<file path="src/hdl/dxt_texture_block_decoder_top_defines.svh">
// ----------------------------------------------------------------------------
// DXT block decoder assertion macros
// Shared concurrent assertion helpers. They compile to nothing in synthesis.
// ----------------------------------------------------------------------------
`ifndef DXT_TEXTURE_BLOCK_DECODER_TOP_DEFINES_SVH
`define DXT_TEXTURE_BLOCK_DECODER_TOP_DEFINES_SVH

`ifndef SYNTHESIS
// The antecedent implies the consequent in the same cycle.
`define DXTD_ASSERT_IMPL(name, ante, cons) \
  name: assert property (@(posedge clk_i) disable iff (!rst_ni) (ante) |-> (cons)) \
    else $error("assertion failed: same-cycle implication");
// The antecedent implies the consequent in the following cycle.
`define DXTD_ASSERT_NEXT(name, ante, cons) \
  name: assert property (@(posedge clk_i) disable iff (!rst_ni) (ante) |=> (cons)) \
    else $error("assertion failed: next-cycle implication");
`else
`define DXTD_ASSERT_IMPL(name, ante, cons)
`define DXTD_ASSERT_NEXT(name, ante, cons)
`endif

`endif

</file>
<file path="src/hdl/dxtd_pkg.sv">
// ----------------------------------------------------------------------------
// DXT block decoder package
// Types, constants and arithmetic helpers shared by the decoder modules.
// ----------------------------------------------------------------------------
package dxtd_pkg;

  // Image and coordinate sizes.
  localparam int MAX_IMAGE_DIM = 4096;
  localparam int DIM_W         = 13;
  localparam int COORD_W       = 12;
  localparam int BLK_POS_W     = 10;
  localparam int BLK_CNT_W     = 11;
  localparam int TEXELS        = 16;
  localparam int SLOT_W        = 4;

  // Configuration port.
  localparam int CFG_IDX_W  = 2;
  localparam int CFG_DATA_W = 13;

  // Block queue between front and back.
  localparam int QUEUE_DEPTH = 2;
  localparam int QPTR_W      = (QUEUE_DEPTH > 1) ? $clog2(QUEUE_DEPTH) : 1;
  localparam int QCNT_W      = $clog2(QUEUE_DEPTH + 1);

  // Colour channel positions within a palette entry.
  localparam int CH_R = 0;
  localparam int CH_G = 1;
  localparam int CH_B = 2;

  localparam logic [7:0] ALPHA_OPAQUE = 8'hFF;
  localparam logic [7:0] ALPHA_CLEAR  = 8'h00;
  localparam logic [1:0] SEL_THIRD    = 2'd3;

  typedef enum logic [1:0] {
    FMT_DXT1 = 2'd0,
    FMT_DXT3 = 2'd1,
    FMT_DXT5 = 2'd2
  } format_e;

  typedef enum logic [CFG_IDX_W-1:0] {
    REG_FORMAT = 2'd0,
    REG_WIDTH  = 2'd1,
    REG_HEIGHT = 2'd2
  } cfg_reg_e;

  // One classified block, ready for texel emission.
  typedef struct packed {
    logic [3:0][2:0][7:0] pal;
    logic [7:0]           pa3;
    logic [7:0][7:0]      al;
    format_e              fmt;
    logic [63:0]          aw;
    logic [31:0]          cidx;
    logic [COORD_W-1:0]   base_x;
    logic [COORD_W-1:0]   base_y;
    logic [TEXELS-1:0]    mask;
    logic                 final_blk;
  } blk_t;

  typedef struct packed {
    logic full;
    logic empty;
  } fifo_stat_t;

  // Division by three via reciprocal multiply, exact for inputs below 2046.
  function automatic logic [7:0] div3(input logic [9:0] v);
    logic [19:0] p;
    p = 20'(v) * 20'd683;
    return p[18:11];
  endfunction

  // Division by five via reciprocal multiply, exact for inputs below 2730.
  function automatic logic [7:0] div5(input logic [10:0] v);
    logic [21:0] p;
    p = 22'(v) * 22'd1639;
    return p[20:13];
  endfunction

  // Division by seven via reciprocal multiply, exact for inputs below 5466.
  function automatic logic [7:0] div7(input logic [10:0] v);
    logic [22:0] p;
    p = 23'(v) * 23'd2341;
    return p[21:14];
  endfunction

  // Zero is taken as one and anything above the maximum is saturated.
  function automatic logic [DIM_W-1:0] clamp_dim(input logic [DIM_W-1:0] v);
    logic [DIM_W-1:0] r;
    r = v;
    if (v == '0) begin
      r = DIM_W'(1);
    end else if (v > DIM_W'(MAX_IMAGE_DIM)) begin
      r = DIM_W'(MAX_IMAGE_DIM);
    end
    return r;
  endfunction

endpackage

</file>
<file path="src/hdl/dxtd_front.sv">
// ----------------------------------------------------------------------------
// DXT block decoder front end
// Accepts compressed blocks, tracks block position and builds the palettes.
// ----------------------------------------------------------------------------
module dxtd_front (
  input  logic                         clk_i,
  input  logic                         rst_ni,
  input  logic                         cfg_we_i,
  input  logic [dxtd_pkg::CFG_IDX_W-1:0]  cfg_idx_i,
  input  logic [dxtd_pkg::CFG_DATA_W-1:0] cfg_wdata_i,
  input  logic                         in_valid_i,
  output logic                         in_stall_o,
  input  logic [63:0]                  alpha_word_i,
  input  logic [63:0]                  color_word_i,
  input  dxtd_pkg::fifo_stat_t         q_stat_i,
  output logic                         push_o,
  output dxtd_pkg::blk_t               push_blk_o
);
  import dxtd_pkg::*;

  logic [1:0]           fmt_q;
  logic [DIM_W-1:0]     width_q, height_q;
  logic [BLK_POS_W-1:0] col_q, col_d, row_q, row_d;
  logic                 stg_valid_q, stg_valid_d;
  logic [63:0]          stg_aw_q, stg_cw_q;
  logic [BLK_POS_W-1:0] stg_col_q, stg_row_q;

  logic [DIM_W-1:0]     w_clamp, h_clamp;
  logic [BLK_CNT_W-1:0] cols, rows, col_inc, row_inc;
  logic                 accept;

  // Configuration registers.
  always_ff @(posedge clk_i or negedge rst_ni) begin
    if (!rst_ni) begin
      fmt_q    <= FMT_DXT1;
      width_q  <= DIM_W'(4);
      height_q <= DIM_W'(4);
    end else if (cfg_we_i) begin
      unique case (cfg_idx_i)
        REG_FORMAT: fmt_q    <= cfg_wdata_i[1:0];
        REG_WIDTH:  width_q  <= cfg_wdata_i;
        REG_HEIGHT: height_q <= cfg_wdata_i;
        default:    ;
      endcase
    end
  end

  // Image size in blocks.
  assign w_clamp = clamp_dim(width_q);
  assign h_clamp = clamp_dim(height_q);
  assign cols    = BLK_CNT_W'((w_clamp + DIM_W'(3)) >> 2);
  assign rows    = BLK_CNT_W'((h_clamp + DIM_W'(3)) >> 2);

  // The input stage frees itself whenever its block can move into the queue.
  assign in_stall_o = stg_valid_q && q_stat_i.full;
  assign accept     = in_valid_i && !in_stall_o;
  assign push_o     = stg_valid_q && !q_stat_i.full;

  // Raster block position, stepped on every transfer.
  assign col_inc = BLK_CNT_W'(col_q) + BLK_CNT_W'(1);
  assign row_inc = BLK_CNT_W'(row_q) + BLK_CNT_W'(1);

  always_comb begin
    col_d = col_q;
    row_d = row_q;
    if (accept) begin
      if (col_inc >= cols) begin
        col_d = '0;
        row_d = (row_inc >= rows) ? '0 : row_inc[BLK_POS_W-1:0];
      end else begin
        col_d = col_inc[BLK_POS_W-1:0];
      end
    end
  end

  always_comb begin
    stg_valid_d = stg_valid_q;
    if (accept) begin
      stg_valid_d = 1'b1;
    end else if (push_o) begin
      stg_valid_d = 1'b0;
    end
  end

  always_ff @(posedge clk_i or negedge rst_ni) begin
    if (!rst_ni) begin
      col_q       <= '0;
      row_q       <= '0;
      stg_valid_q <= 1'b0;
    end else begin
      col_q       <= col_d;
      row_q       <= row_d;
      stg_valid_q <= stg_valid_d;
    end
  end

  // Input stage payload.
  always_ff @(posedge clk_i) begin
    if (accept) begin
      stg_aw_q  <= alpha_word_i;
      stg_cw_q  <= color_word_i;
      stg_col_q <= col_q;
      stg_row_q <= row_q;
    end
  end

  // Classify the staged block and build its colour and alpha palettes.
  always_comb begin
    logic [15:0]        c0, c1;
    logic [2:0][7:0]    e0, e1;
    logic [7:0]         a0, a1;
    logic               three;
    logic [COORD_W-1:0] bx, by;
    logic [3:0]         xvis, yvis;

    c0 = stg_cw_q[15:0];
    c1 = stg_cw_q[31:16];
    e0[CH_R] = {c0[15:11], 3'b000};
    e0[CH_G] = {c0[10:5], 2'b00};
    e0[CH_B] = {c0[4:0], 3'b000};
    e1[CH_R] = {c1[15:11], 3'b000};
    e1[CH_G] = {c1[10:5], 2'b00};
    e1[CH_B] = {c1[4:0], 3'b000};

    push_blk_o = '0;
    unique case (fmt_q)
      FMT_DXT1: push_blk_o.fmt = FMT_DXT1;
      FMT_DXT3: push_blk_o.fmt = FMT_DXT3;
      default:  push_blk_o.fmt = FMT_DXT5;
    endcase

    // Three-colour mode exists only in DXT1.
    three = (push_blk_o.fmt == FMT_DXT1) && (c0 <= c1);

    for (int c = 0; c < 3; c++) begin
      push_blk_o.pal[0][c] = e0[c];
      push_blk_o.pal[1][c] = e1[c];
      if (three) begin
        push_blk_o.pal[2][c] = 8'((9'(e0[c]) + 9'(e1[c])) >> 1);
      end else begin
        push_blk_o.pal[2][c] = div3(10'({e0[c], 1'b0}) + 10'(e1[c]) + 10'd1);
      end
      push_blk_o.pal[3][c] = div3(10'(e0[c]) + 10'({e1[c], 1'b0}) + 10'd1);
    end
    push_blk_o.pa3 = three ? ALPHA_CLEAR : ALPHA_OPAQUE;

    // Interpolated alpha, eight-entry or six-entry mode.
    a0 = stg_aw_q[7:0];
    a1 = stg_aw_q[15:8];
    push_blk_o.al[0] = a0;
    push_blk_o.al[1] = a1;
    if (a0 > a1) begin
      for (int k = 2; k < 8; k++) begin
        push_blk_o.al[k] = div7(11'(a0) * 11'(8 - k) + 11'(a1) * 11'(k - 1) + 11'd3);
      end
    end else begin
      for (int k = 2; k < 6; k++) begin
        push_blk_o.al[k] = div5(11'(a0) * 11'(6 - k) + 11'(a1) * 11'(k - 1) + 11'd2);
      end
      push_blk_o.al[6] = ALPHA_CLEAR;
      push_blk_o.al[7] = ALPHA_OPAQUE;
    end

    push_blk_o.aw   = stg_aw_q;
    push_blk_o.cidx = stg_cw_q[63:32];

    // Texels inside the image, by column and by row.
    bx = {stg_col_q, 2'b00};
    by = {stg_row_q, 2'b00};
    for (int i = 0; i < 4; i++) begin
      xvis[i] = (DIM_W'(bx) + DIM_W'(i)) < w_clamp;
      yvis[i] = (DIM_W'(by) + DIM_W'(i)) < h_clamp;
    end
    for (int k = 0; k < TEXELS; k++) begin
      push_blk_o.mask[k] = xvis[k % 4] && yvis[k / 4];
    end
    push_blk_o.base_x    = bx;
    push_blk_o.base_y    = by;
    push_blk_o.final_blk = (BLK_CNT_W'(stg_col_q) == cols - BLK_CNT_W'(1)) &&
                           (BLK_CNT_W'(stg_row_q) == rows - BLK_CNT_W'(1));
  end

endmodule

</file>
<file path="src/hdl/dxtd_queue.sv">
// ----------------------------------------------------------------------------
// DXT block decoder block queue
// Short first-in first-out queue of classified blocks between front and back.
// ----------------------------------------------------------------------------
`include "dxt_texture_block_decoder_top_defines.svh"

module dxtd_queue (
  input  logic                 clk_i,
  input  logic                 rst_ni,
  input  logic                 push_i,
  input  dxtd_pkg::blk_t       push_blk_i,
  input  logic                 pop_i,
  output dxtd_pkg::blk_t       head_o,
  output dxtd_pkg::fifo_stat_t stat_o
);
  import dxtd_pkg::*;

  blk_t              mem_q [QUEUE_DEPTH];
  logic [QPTR_W-1:0] wr_ptr_q, rd_ptr_q;
  logic [QCNT_W-1:0] cnt_q;

  // Entry storage.
  always_ff @(posedge clk_i) begin
    if (push_i) begin
      mem_q[wr_ptr_q] <= push_blk_i;
    end
  end

  // Pointers and fill count.
  always_ff @(posedge clk_i or negedge rst_ni) begin
    if (!rst_ni) begin
      wr_ptr_q <= '0;
      rd_ptr_q <= '0;
      cnt_q    <= '0;
    end else begin
      if (push_i) begin
        wr_ptr_q <= (wr_ptr_q == QPTR_W'(QUEUE_DEPTH - 1)) ? '0 : wr_ptr_q + QPTR_W'(1);
      end
      if (pop_i) begin
        rd_ptr_q <= (rd_ptr_q == QPTR_W'(QUEUE_DEPTH - 1)) ? '0 : rd_ptr_q + QPTR_W'(1);
      end
      if (push_i && !pop_i) begin
        cnt_q <= cnt_q + QCNT_W'(1);
      end else if (pop_i && !push_i) begin
        cnt_q <= cnt_q - QCNT_W'(1);
      end
    end
  end

  assign head_o       = mem_q[rd_ptr_q];
  assign stat_o.full  = (cnt_q == QCNT_W'(QUEUE_DEPTH));
  assign stat_o.empty = (cnt_q == '0);

  // The front must never push into a full queue, nor the back pop an empty one.
  `DXTD_ASSERT_IMPL(q_no_overflow_a, push_i, !stat_o.full)
  `DXTD_ASSERT_IMPL(q_no_underflow_a, pop_i, !stat_o.empty)
  `DXTD_ASSERT_NEXT(q_push_fills_a, push_i && !pop_i, !stat_o.empty)

endmodule

</file>
<file path="src/hdl/dxtd_back.sv">
// ----------------------------------------------------------------------------
// DXT block decoder back end
// Walks the queue head's texels; one decoded texel a cycle unless the output stalls.
// ----------------------------------------------------------------------------
`include "dxt_texture_block_decoder_top_defines.svh"

module dxtd_back (
  input  logic                          clk_i,
  input  logic                          rst_ni,
  input  dxtd_pkg::blk_t                head_i,
  input  dxtd_pkg::fifo_stat_t          stat_i,
  output logic                          pop_o,
  output logic                          out_valid_o,
  input  logic                          out_stall_i,
  output logic [7:0]                    red_o,
  output logic [7:0]                    green_o,
  output logic [7:0]                    blue_o,
  output logic [7:0]                    alpha_o,
  output logic [dxtd_pkg::COORD_W-1:0]  pixel_x_o,
  output logic [dxtd_pkg::COORD_W-1:0]  pixel_y_o,
  output logic                          block_last_o,
  output logic                          image_last_o
);
  import dxtd_pkg::*;

  logic [SLOT_W-1:0]  slot_q, slot_d;
  logic               out_valid_q;
  logic [7:0]         red_q, green_q, blue_q, alpha_q;
  logic [COORD_W-1:0] px_q, py_q;
  logic               blast_q, ilast_q;

  logic               head_valid, adv, emit, done;
  logic [1:0]         sel;
  logic [3:0]         nib;
  logic [2:0]         aidx;
  logic [5:0]         aoff;
  logic [7:0]         alpha;

  assign head_valid = !stat_i.empty;
  // The output register takes a new texel when empty or when the current one transfers.
  assign adv        = !out_valid_q || !out_stall_i;

  // Per-texel index fields of the current slot.
  assign sel  = head_i.cidx[{slot_q, 1'b0} +: 2];
  assign nib  = head_i.aw[{slot_q, 2'b00} +: 4];
  assign aoff = 6'd16 + 6'({slot_q, 1'b0}) + 6'(slot_q);
  assign aidx = head_i.aw[aoff +: 3];

  // Alpha by format.
  always_comb begin
    unique case (head_i.fmt)
      FMT_DXT1: alpha = (sel == SEL_THIRD) ? head_i.pa3 : ALPHA_OPAQUE;
      FMT_DXT3: alpha = {nib, nib};
      default:  alpha = head_i.al[aidx];
    endcase
  end

  // The block is finished once no visible texel lies beyond this slot.
  assign done  = (head_i.mask & (16'hFFFE << slot_q)) == '0;
  assign emit  = head_valid && adv && head_i.mask[slot_q];
  assign pop_o = head_valid && adv && done;

  always_comb begin
    slot_d = slot_q;
    if (pop_o) begin
      slot_d = '0;
    end else if (head_valid && adv) begin
      slot_d = slot_q + SLOT_W'(1);
    end
  end

  always_ff @(posedge clk_i or negedge rst_ni) begin
    if (!rst_ni) begin
      slot_q      <= '0;
      out_valid_q <= 1'b0;
    end else begin
      slot_q <= slot_d;
      if (adv) begin
        out_valid_q <= emit;
      end
    end
  end

  // Output texel register.
  always_ff @(posedge clk_i) begin
    if (emit) begin
      red_q   <= head_i.pal[sel][CH_R];
      green_q <= head_i.pal[sel][CH_G];
      blue_q  <= head_i.pal[sel][CH_B];
      alpha_q <= alpha;
      px_q    <= head_i.base_x + COORD_W'(slot_q[1:0]);
      py_q    <= head_i.base_y + COORD_W'(slot_q[3:2]);
      blast_q <= done;
      ilast_q <= done && head_i.final_blk;
    end
  end

  assign out_valid_o  = out_valid_q;
  assign red_o        = red_q;
  assign green_o      = green_q;
  assign blue_o       = blue_q;
  assign alpha_o      = alpha_q;
  assign pixel_x_o    = px_q;
  assign pixel_y_o    = py_q;
  assign block_last_o = blast_q;
  assign image_last_o = ilast_q;

  // Image end is always a block end; a finished block restarts at slot zero.
  `DXTD_ASSERT_IMPL(bk_image_last_a, out_valid_o && image_last_o, block_last_o)
  `DXTD_ASSERT_IMPL(bk_pop_has_block_a, pop_o, head_valid)
  `DXTD_ASSERT_NEXT(bk_slot_restart_a, pop_o, slot_q == '0)

endmodule

</file>
<file path="src/hdl/dxt_texture_block_decoder_top.sv">
// ----------------------------------------------------------------------------
// DXT texture block decoder top level
// Path: a block is staged, queued, then its texels are registered at the output.
// Throughput: one texel a cycle while the texel port is not stalled.
// Reset: block position clears to zero, format to DXT1, image size to 4 by 4.
// ----------------------------------------------------------------------------
module dxt_texture_block_decoder_top (
  input  logic                            clk_i,
  input  logic                            rst_ni,
  input  logic                            cfg_we_i,
  input  logic [dxtd_pkg::CFG_IDX_W-1:0]  cfg_idx_i,
  input  logic [dxtd_pkg::CFG_DATA_W-1:0] cfg_wdata_i,
  input  logic                            in_valid_i,
  output logic                            in_stall_o,
  input  logic [63:0]                     alpha_word_i,
  input  logic [63:0]                     color_word_i,
  output logic                            out_valid_o,
  input  logic                            out_stall_i,
  output logic [7:0]                      red_o,
  output logic [7:0]                      green_o,
  output logic [7:0]                      blue_o,
  output logic [7:0]                      alpha_o,
  output logic [dxtd_pkg::COORD_W-1:0]    pixel_x_o,
  output logic [dxtd_pkg::COORD_W-1:0]    pixel_y_o,
  output logic                            block_last_o,
  output logic                            image_last_o
);
  import dxtd_pkg::*;

  logic       push, pop;
  blk_t       push_blk, head_blk;
  fifo_stat_t q_stat;

  // Front end: block transfer, position tracking and palette build.
  dxtd_front u_front (
    .clk_i        (clk_i),
    .rst_ni       (rst_ni),
    .cfg_we_i     (cfg_we_i),
    .cfg_idx_i    (cfg_idx_i),
    .cfg_wdata_i  (cfg_wdata_i),
    .in_valid_i   (in_valid_i),
    .in_stall_o   (in_stall_o),
    .alpha_word_i (alpha_word_i),
    .color_word_i (color_word_i),
    .q_stat_i     (q_stat),
    .push_o       (push),
    .push_blk_o   (push_blk)
  );

  // Queue of classified blocks.
  dxtd_queue u_queue (
    .clk_i      (clk_i),
    .rst_ni     (rst_ni),
    .push_i     (push),
    .push_blk_i (push_blk),
    .pop_i      (pop),
    .head_o     (head_blk),
    .stat_o     (q_stat)
  );

  // Back end: texel emission.
  dxtd_back u_back (
    .clk_i        (clk_i),
    .rst_ni       (rst_ni),
    .head_i       (head_blk),
    .stat_i       (q_stat),
    .pop_o        (pop),
    .out_valid_o  (out_valid_o),
    .out_stall_i  (out_stall_i),
    .red_o        (red_o),
    .green_o      (green_o),
    .blue_o       (blue_o),
    .alpha_o      (alpha_o),
    .pixel_x_o    (pixel_x_o),
    .pixel_y_o    (pixel_y_o),
    .block_last_o (block_last_o),
    .image_last_o (image_last_o)
  );

endmodule

</file>
<file path="config.mk">
export PLATFORM = sky130hd
export DESIGN_NAME = dxt_texture_block_decoder_top
export DESIGN_NICKNAME = d
export VERILOG_FILES = /design/src/hdl/dxtd_pkg.sv /design/src/hdl/dxtd_front.sv /design/src/hdl/dxtd_queue.sv /design/src/hdl/dxtd_back.sv /design/src/hdl/dxt_texture_block_decoder_top.sv
export VERILOG_INCLUDE_DIRS = /design/src /design/src/hdl
export SDC_FILE = /design/constraint.sdc
export NUM_CORES = 2
export LEC_CHECK = 0
export ABC_AREA = 0
export BUFFER_PORTS_ARGS = -buffer_cell sky130_fd_sc_hd__buf_4
export CAP_MARGIN = 10
export CORE_ASPECT_RATIO = 1.75
export CORE_MARGIN = 8
export CORE_UTILIZATION = 58
export DETAILED_ROUTE_END_ITERATION = 7
export PLACE_DENSITY_LB_ADDON = 0.12
export SLEW_MARGIN = 40
export SYNTH_ARGS = -nofsm -noshare
export SYNTH_HDL_FRONTEND = slang
export SYNTH_SLANG_ARGS = --single-unit
export TNS_END_PERCENT = 30
</file>
<file path="constraint.sdc">
create_clock -name clk_i -period 11.29 [get_ports clk_i]
set_input_delay 1.6935 -clock clk_i [delete_from_list [all_inputs] [get_ports clk_i]]
set_output_delay 1.6935 -clock clk_i [all_outputs]
set_load 0.1 [all_outputs]
</file>
==> results.json <==
{
  "status": "completed",
  "nNetsFinal": 7373,
  "slew_violations": 0,
  "setup_violations": 0,
  "yosysSeqAreaShare_pct": 35.7,
  "routed-via-count": 42700,
  "r2r_start": "u_front.stg_aw_q[2]$_DFFE_PP_",
  "synth_nets": 7132,
  "worst-path-max-fanout": 14,
  "cts.repair.resized": 0,
  "overflow": 0,
  "holdPathStages": 0,
  "cp.arrival_ps": 8950,
  "drcViolationCount": 0,
  "yosysWarnings": 0,
  "grt_pass1_wl_um": 251000,
  "die_x_um": 271,
  "io_pins": 208,
  "drtAntennaViolNets": 0,
  "worst_hold_path_type": "reg2reg",
  "instances_no_fill": 7240,
  "cp-startpoint": "u_front.stg_aw_q[2]$_DFFE_PP_",
  "synthArstFlopShare_pct": 7.32,
  "yosys.cell_types.count": 88,
  "antenna_found_initial": 4,
  "period_minus_slack_ps": 8580,
  "cts_hold_buf": 0,
  "wirelength_um": 162000,
  "track_usage_pct": 25.8,
  "grt_pass1_vias": 45600,
  "drt_first_pass_iters": 5,
  "die-area_um2": 125000,
  "hold_viol_final": 0,
  "area_delta_synth_final_pct": 9.29,
  "fmax_mhz": 117,
  "reg2reg_depth": 27,
  "crit_path_start_kind": "flop",
  "wl_per_cell_um": 22.3,
  "fin_crit_sh_pct": 76.0,
  "relSlewSlack_pct": 42.2,
  "drv_cap": 0,
  "required_ps": 11660,
  "endpoint_kind": "flop",
  "drt_iter0_markers": 2292,
  "synth_ff_type": "edfxtp_1",
  "netlist_instances": 5448,
  "layout_commonest_cell": "ha_1",
  "finClkSkew_ps": 27.6,
  "htree_levels": 3,
  "fp-row-count": 163,
  "ys_ff_latch": 792,
  "cts_made_buffers": 78,
  "hold_end": "u_queue.mem_q[1][119]$_DFFE_PP_",
  "place.gp.congestion": 0.927,
  "r2r-end": "u_queue.mem_q[1][182]$_DFFE_PP_",
  "r2r_slack_ps": 2710,
  "dp_hpwl_um": 128000,
  "layout.cells.most_common_list": "1194 x ha_1, 744 x inv_1, 734 x edfxtp_1",
  "placed_cells_incl_taps": 7091,
  "initial_core_util_pct": 58.4,
  "worst_pin_slew_ps": 867,
  "grt_setup_unrepaired": "false",
  "postCtsSetupRepairBufs": 0,
  "crit_type": "reg2reg",
  "drive_gt1_share_pct": 11.6,
  "worstHoldStart": "u_front.stg_aw_q[50]$_DFFE_PP_",
  "die_h_um": 462,
  "cts_sinks": 792,
  "clock_latency_ps": 690,
  "tns_ps": 0,
  "synth.avg_cell_area_um2": 12.1,
  "synth-edff-count": 734,
  "netlist_area_um2": 65900,
  "vias_per_cell": 5.90,
  "core_um2": 113000,
  "port_buffers": 207,
  "max-clock-path-buffers": 3,
  "grt_start_max_net_pins": 126,
  "clk_pin_slew_worst_paths_ps": 70,
  "cts_root_buf": "clkbuf_16",
  "cts_tree": "built"
}
worst max-delay path by stage:
stage and endpoint:
2_1_floorplan u_queue.mem_q[0][0]$_DFFE_PP_, 3_3_place_gp u_queue.mem_q[0][182]$_DFFE_PP_, 3_5_place_dp u_queue.mem_q[0][182]$_DFFE_PP_, 4_1_cts u_queue.mem_q[1][182]$_DFFE_PP_, 5_1_grt u_queue.mem_q[0][182]$_DFFE_PP_, 6_report u_queue.mem_q[1][182]$_DFFE_PP_
critical path, cell delays in order (launching register included):
cell	delay, ps
edfxtp_1	890
inv_1	320
fa_1	510
xnor2_1	410
ha_1	340
o21a_1	130
o21ai_0	180
a21boi_0	140
o21ai_0	170
nand2b_1	110
a21o_1	190
a21o_1	180
xor2_1	330
inv_1	120
fa_1	590
fa_1	450
fa_1	530
inv_1	40
ha_1	280
ha_1	310
a211o_1	280
a311oi_1	260
a221oi_1	140
a41oi_1	370
nor4b_1	540
o31ai_1	190
xor2_1	180
a21oi_1	100
metal layers:
metal / GRT usage, % / vias up / routed length, µm
met5: 0 / - / 13
met3: 2.82 / 345 / 6030
li1: - / 20100 / -
met2: 50.0 / 989 / 88000
met4: 12.8 / 2 / 8670
met1: 27.5 / 21300 / 58900
through the flow:
stage                     utilization, %  hold WS, ps  worst slack, ps  area (µm²)
final                               63.8          439             2710       72000
after global routing                63.8          433             2130       72000
after CTS                           63.7          429             2710       71900
after detailed placement            61.4          433             2790       69200
after global placement              61.3          424             2910       69200
after floorplan                        -          421             3310       65900
cell usage after synthesis (all sizes together), types with 14 or more instances:
master | n | area (µm²)
dfrtp | 56 | 1400
a21oi | 182 | 911
nand2 | 169 | 634
buf | 57 | 412
nand2b | 61 | 382
nor2b | 49 | 307
o22ai | 20 | 125
a211oi | 22 | 165
o41ai | 14 | 123
xnor2 | 221 | 1940
nand3 | 68 | 340
o21ai | 131 | 656
a22oi | 15 | 118
nor2 | 271 | 1020
nor3 | 94 | 470
nand4 | 37 | 231
o211ai | 16 | 120
inv | 747 | 2800
mux2i | 118 | 1180
o21bai | 36 | 270
and2 | 23 | 144
o31ai | 17 | 128
or3 | 20 | 125
a21o | 81 | 608
xor2 | 96 | 841
o21a | 48 | 360
mux2 | 98 | 1100
clkbuf | 47 | 180
and3 | 23 | 144
ha | 1194 | 14900
or2 | 18 | 113
fa | 342 | 6850
mux4 | 131 | 2960
edfxtp | 734 | 22000
registers in the layout (all words and copies together) (netlist names), 10 cells and up:
name,cells
u_front.row_q,10
u_front.stg_col_q,10
u_front.col_q,10
u_front.stg_cw_q,64
u_back.pixel_x_o,12
u_back.pixel_y_o,12
u_front.stg_aw_q,64
u_queue.mem_q,528
u_front.width_q,13
u_front.height_q,13
u_front.stg_row_q,10
cell type report:
class	count	area (µm²)
Fill cell	8874	40800
Timing Repair Buffer	267	2110
Multi-Input combinational cell	3801	39000
Clock buffer	83	1970
Inverter	749	2820
Sequential cell	792	23500
Clock inverter	60	667
Tap cell	1485	1860
Antenna cell	3	7.51
logic make-up after synthesis:
kind of cell,count (synthesis),share of synthesized area (%)
mux,347,7.98
flops,792,35.7
compound gates,717,7.32
simple gates,884,6.53
buf+inv,855,5.19
fa+ha+maj,1536,33.1
xor+xnor,317,4.22
Power is not shown: default switching activity piles up to over one toggle a cycle in this logic, so the estimate is an artifact.
